File: src/rtl/sobel_pkg.sv
`timescale 1ns / 1ps
// ----------------------------------------------------------------------------
// sobel_pkg
// Shared types and constants for the sobel edge magnitude block.
// ----------------------------------------------------------------------------
package sobel_pkg;

  // default line buffer depth
  localparam int MaxLineWidthDefault = 1024;

  // register widths
  localparam int WidthBits  = 11;
  localparam int HeightBits = 16;
  localparam int ThrBits    = 11;
  localparam int PixBits    = 8;
  localparam int MagBits    = 11;

  // register reset values
  localparam logic [WidthBits-1:0]  WidthReset  = 11'd640;
  localparam logic [HeightBits-1:0] HeightReset = 16'd480;
  localparam logic [ThrBits-1:0]    ThrReset    = 11'd0;

  // register indexes (word address)
  localparam logic [1:0] RegFrameWidth  = 2'd0;
  localparam logic [1:0] RegFrameHeight = 2'd1;
  localparam logic [1:0] RegThreshold   = 2'd2;

  // square root datapath
  localparam int SumBits = 21;

  // controller to datapath commands
  typedef struct packed {
    logic capture;
    logic mem_read;
    logic advance;
    logic square;
    logic root_step;
    logic load_out;
  } cmd_t;

  // datapath to controller status
  typedef struct packed {
    logic interior;
    logic root_done;
    logic out_blocked;
  } sts_t;

endpackage

File: src/rtl/sobel_ctrl.sv
`timescale 1ns / 1ps
// ----------------------------------------------------------------------------
// sobel_ctrl
// Sequencer: takes one item through read and gradient; an interior one goes on to square and root.
// ----------------------------------------------------------------------------
module sobel_ctrl (
  input  logic              clk_i,
  input  logic              rst_ni,
  input  logic              in_valid_i,
  output logic              in_ready_o,
  input  sobel_pkg::sts_t   sts_i,
  output sobel_pkg::cmd_t   cmd_o
);

  localparam logic [2:0] SIdle = 3'd0;
  localparam logic [2:0] SRead = 3'd1;
  localparam logic [2:0] SGrad = 3'd2;
  localparam logic [2:0] SSqr  = 3'd3;
  localparam logic [2:0] SRoot = 3'd4;
  localparam logic [2:0] SDone = 3'd5;

  logic [2:0] state_q, state_d;

  // state register
  always_ff @(posedge clk_i or negedge rst_ni) begin
    if (!rst_ni) begin
      state_q <= SIdle;
    end else begin
      state_q <= state_d;
    end
  end

  // next state and commands
  always_comb begin
    state_d    = state_q;
    cmd_o      = '0;
    in_ready_o = 1'b0;
    unique case (state_q)
      SIdle: begin
        in_ready_o = 1'b1;
        if (in_valid_i) begin
          cmd_o.capture = 1'b1;
          state_d       = SRead;
        end
      end
      SRead: begin
        cmd_o.mem_read = 1'b1;
        state_d        = SGrad;
      end
      SGrad: begin
        cmd_o.advance = 1'b1;
        state_d       = sts_i.interior ? SSqr : SIdle;
      end
      SSqr: begin
        cmd_o.square = 1'b1;
        state_d      = SRoot;
      end
      SRoot: begin
        cmd_o.root_step = 1'b1;
        if (sts_i.root_done) begin
          state_d = SDone;
        end
      end
      SDone: begin
        if (!sts_i.out_blocked) begin
          cmd_o.load_out = 1'b1;
          state_d        = SIdle;
        end
      end
      default: begin
        state_d = SIdle;
      end
    endcase
  end

endmodule

File: config.mk
export PLATFORM = sky130hd
export DESIGN_NAME = sobel_ctrl
export DESIGN_NICKNAME = d
export VERILOG_FILES = /design/src/rtl/sobel_pkg.sv /design/src/rtl/sobel_ctrl.sv
export SDC_FILE = /design/constraint.sdc
export NUM_CORES = 1
export LEC_CHECK = 0
export ABC_AREA = 0
export CAP_MARGIN = 20
export CORE_AREA = 2 2 39 41
export DETAILED_ROUTE_END_ITERATION = 12
export DIE_AREA = 0 0 41 43
export DONT_BUFFER_PORTS = 1
export PLACE_DENSITY_LB_ADDON = 0.3
export SLEW_MARGIN = 20
export SYNTH_ARGS = -nofsm -noshare
export SYNTH_HDL_FRONTEND = slang
export SYNTH_SLANG_ARGS = --single-unit
File: constraint.sdc
create_clock -name clk_i -period 1.4 [get_ports clk_i]
set_input_delay 0.07 -clock clk_i [delete_from_list [all_inputs] [get_ports clk_i]]
set_output_delay 0.07 -clock clk_i [all_outputs]
set_load 0.1 [all_outputs]
---- After elaboration in Yosys (flattened, before gate mapping) ----
Index checks and enable logic that the tools add are counted.
word-level totals
  register bits ........................... 3
  input port bits ......................... 6
  output and inout port bits .............. 7
  word-level logic and storage cells ...... 25
cells by class
  eq/ne operators ......................... 8
  muxes and demuxes ....................... 14
  reduce and logical (&&, ||, !) cells .... 2
operators by type and width
  cell                                                              number
  3-bit one-hot mux with 6 select lines                             1
  1-bit 2-to-1 mux                                                  9
  3-bit 2-to-1 mux                                                  3
  3-bit by 2-bit == test with 1-bit output (second input constant)  2
  3-bit == test (second input constant)                             2
  2-bit != test (second input constant)                             3
  3-bit by 1-bit == test with 1-bit output (second input constant)  1
  3-bit zero test                                                   1
  3-bit AND reduction                                               1
  2-bit 2-to-1 mux                                                  1

---- Longest topological paths before layout ----
  depth in word-level cells ............... 3
  gate-level depth with buffers ........... 3
  mapped depth without buffers ............ 2

---- Worst setup path after synthesis ----
No wires, ideal clock.
  path kind ............................... flip-flop to output port
  start point ............................. register state_q[2]
  end point ............................... output cmd_o[5] in the netlist's numbering
  arrival ................................. 3594 ps
  setup slack ............................. -2264 ps
  cell stages (with the launch flop) ...... 4
  buffers on the path ..................... 1
  path through ............................ dfrtp_1 -> buf_6 -> nor3_1 -> and2_1
RTL lines
  what                    line              RTL
  from (decl)             sobel_ctrl.sv:22  logic [2:0] state_q, state_d;
  from (signal assigned)  sobel_ctrl.sv:27  state_q <= SIdle;
  from (signal assigned)  sobel_ctrl.sv:29  state_q <= state_d;
  to (decl)               sobel_ctrl.sv:12  output sobel_pkg::cmd_t cmd_o

==> run summary <==
Vias in the first global route - 209
Slowest-stage cell, CP - dfrtp_2
Worst Setup EP - cmd_o[5]
Worst r2r src - state_q[2]
Worst slew margin - 80.7%
H-tree depth - 1
Tmin final - 1.33 ns
Dpl hpwl - 423 µm
CTS tree - yes
GPL Wtd Cong - 0.631
ANT nets after route - 0
CP max FO - 6
Synth Area in Compound Gates - 9.20%
Register-to-Register Path Depth - 3
Gr ovfl total - 0
Wire length on met3 - 35 µm
Die Ht - 43 µm
Core ar. - 1380 µm²
Clock sinks - 3
Initial antenna violation count - 0
Syn Nets - 29
Top sig layer - met3
Die Width - 41 µm
Clock Pin Slew Worst Setup and Hold Paths - 0.04 ns
Netlist cell types - 16
Share of cells above drive strength 1 - 65.8%
Largest reg by FF count - state_q
Worst Setup SP - state_q[0]
DR iter-0 viols - 1
Fillers - 146
Top Registers - state_q x3
Multiplexer share of the synthesized area - 6.90%
Synth top area cells - dfrtp_1, mux2_4, nor3b_1, and2_1, and4bb_1
Post-synth top area share - 34.5%
Final Max Tran Viols - 0
Worst path arrival time - 1.26 ns
Die footprint - 1760 µm²
Critical path class - flop to output pin
Fmax - 750 MHz
Cell taking the most area after synthesis - dfrtp_1
Slowest cell delay on critical path - 0.48 ns
Post-synthesis sequential area ratio - 34.5%
Clock Skew - 0.00139 ns
Largest register FFs - 3
Adder-Cell Fraction of Synth Area - 0%
Yosys Warn Count - 0
Multi-input gate area - 190 µm²
Rows - 14
Asr flop ratio synth - 100%
Clock insertion delay at the later pin of the skew report - 0.23 ns
Wirelength per Cell - 10.1 µm
Hold Crit Class - input port to flop
Critical path data required time - 1.33 ns
Worst setup SP type - flop
Vias - 229
Register area - 77.6 µm²
Mean Syn Cell Area - 9.47 µm²
IO Port Bufs - 0
DRC viols - 0
Largest family of logic cells by synthesized area - simple AND/OR/NAND/NOR gates
Reg2Reg Setup Slack - 0.15 ns
Reg2Reg Capture Point - state_q[0]
Io pins - 13
Critical-path cell list - nor3_4 > and2_4
Initial DRT Pass Iterations - 2
Worst Tran Pin Value - 0.290 ns
First-pass GRT wire length - 828 µm
Met2 Wirelength - 309 µm
Post-Syn Area - 218 µm²
Clock Root Buffer - clkbuf_4
CP endpoint kind - output pin
Pin count of the biggest net entering global routing - 10
Final period util - 95.3%
Diode count - 0
Setup violators final - 0
Max-Cap Viols - 0
Routed vias/inst - 4.24
Commonest cells post-synth - dfrtp_1, nor2_1, and2_1, nand2b_1, nor3b_1
Main synth FF type - dfrtp_1
Post-Route WL - 543 µm
Layout area overhead - 116%
Status - complete, no violations
Setup TNS - 0 ns
WL met1 - 199 µm
CTS Buf Count - 3
Total track usage - 7.26%
Synth Instances - 23
Initial core utilization - 15.7%
Number of enable flip-flop cells after synthesis - 0
Synth Register Bits - 3
Final nets - 45
Final hold vios - 0
Synth Area in Simple Gates - 44.3%
Clock Path Buffers - 2
Synth Area in XOR/XNOR - 0%
==> worst min-delay path by stage <==
stage	start	end	slack (ns)	depth (start not counted)
2_1_floorplan	rst_ni	state_q[0]	-0.23	0
3_3_place_gp	rst_ni	state_q[1]	-0.23	0
6_report	sts_i[2]	state_q[1]	0.02	2
4_1_cts	sts_i[2]	state_q[1]	0.008	2
3_5_place_dp	rst_ni	state_q[1]	-0.23	0
5_1_grt	sts_i[2]	state_q[1]	0.02	2
==> logic make-up (layout without fill, tap and decap cells) <==
logic type | Yosys count | in the layout
multiplexers | 1 | 1
flip-flops | 3 | 3
buffers and inverters | 1 | 16
AND/OR/NAND/NOR | 15 | 15
AO/OA/AOI/OAI | 3 | 3
==> cells in the final DEF, fill, tap and decap left out, types with 2 or more instances in the layout <==
cell type and instances:
clkbuf_1 2, dfrtp_2 2, and2_4 2, buf_4 4, nor3b_4 2, nor2_2 2, buf_12 5, clkbuf_4 3
==> area by class of cell <==
type / count / share of cell area (%)
Multi-Input combinational cell: 19 / 40.5
Sequential cell: 3 / 16.5
Timing Repair Buffer: 12 / 33.1
Tap cell: 16 / 4.27
Clock buffer: 4 / 5.60
==> stage by stage <==
stage | area (µm²) | hold slack (ns) | setup WS (ns) | util (%) | std cells
2_1_floorplan | 253 | -0.226 | -0.438 | - | 23
3_3_place_gp | 390 | -0.226 | 0.190 | 28.2 | 46
3_5_place_dp | 390 | -0.226 | 0.161 | 28.2 | 46
4_1_cts | 447 | 0.00800 | 0.0230 | 32.3 | 52
5_1_grt | 469 | 0.0227 | -0.00171 | 33.9 | 54
6_report | 469 | 0.0218 | 0.0658 | 33.9 | 54
==> worst max-delay path: cells and delay by family (launching register included) <==
family        cells  cell delay (ns)
flops             1             0.48
simple gates      2             0.55
==> repair_timing <==
action,CTS,global route
endpoints found under the setup margin,1,2
cloned,0,0
endpoints found under the hold margin,3,0
pin swaps,0,1
hold buffers,1,0
gates resized for setup,5,3
setup buffers,1,2
==> routing by layer <==
layer | GRT usage [%] | vias up
met1 | 6.84 | 110
met3 | 4.19 | 0
met5 | 0 | -
met4 | 6.00 | 0
met2 | 10.6 | 5
li1 | - | 114
Power is left out: the tool's default activity adds up to more than one toggle a clock period on the data nets, which glitch-free logic cannot reach.
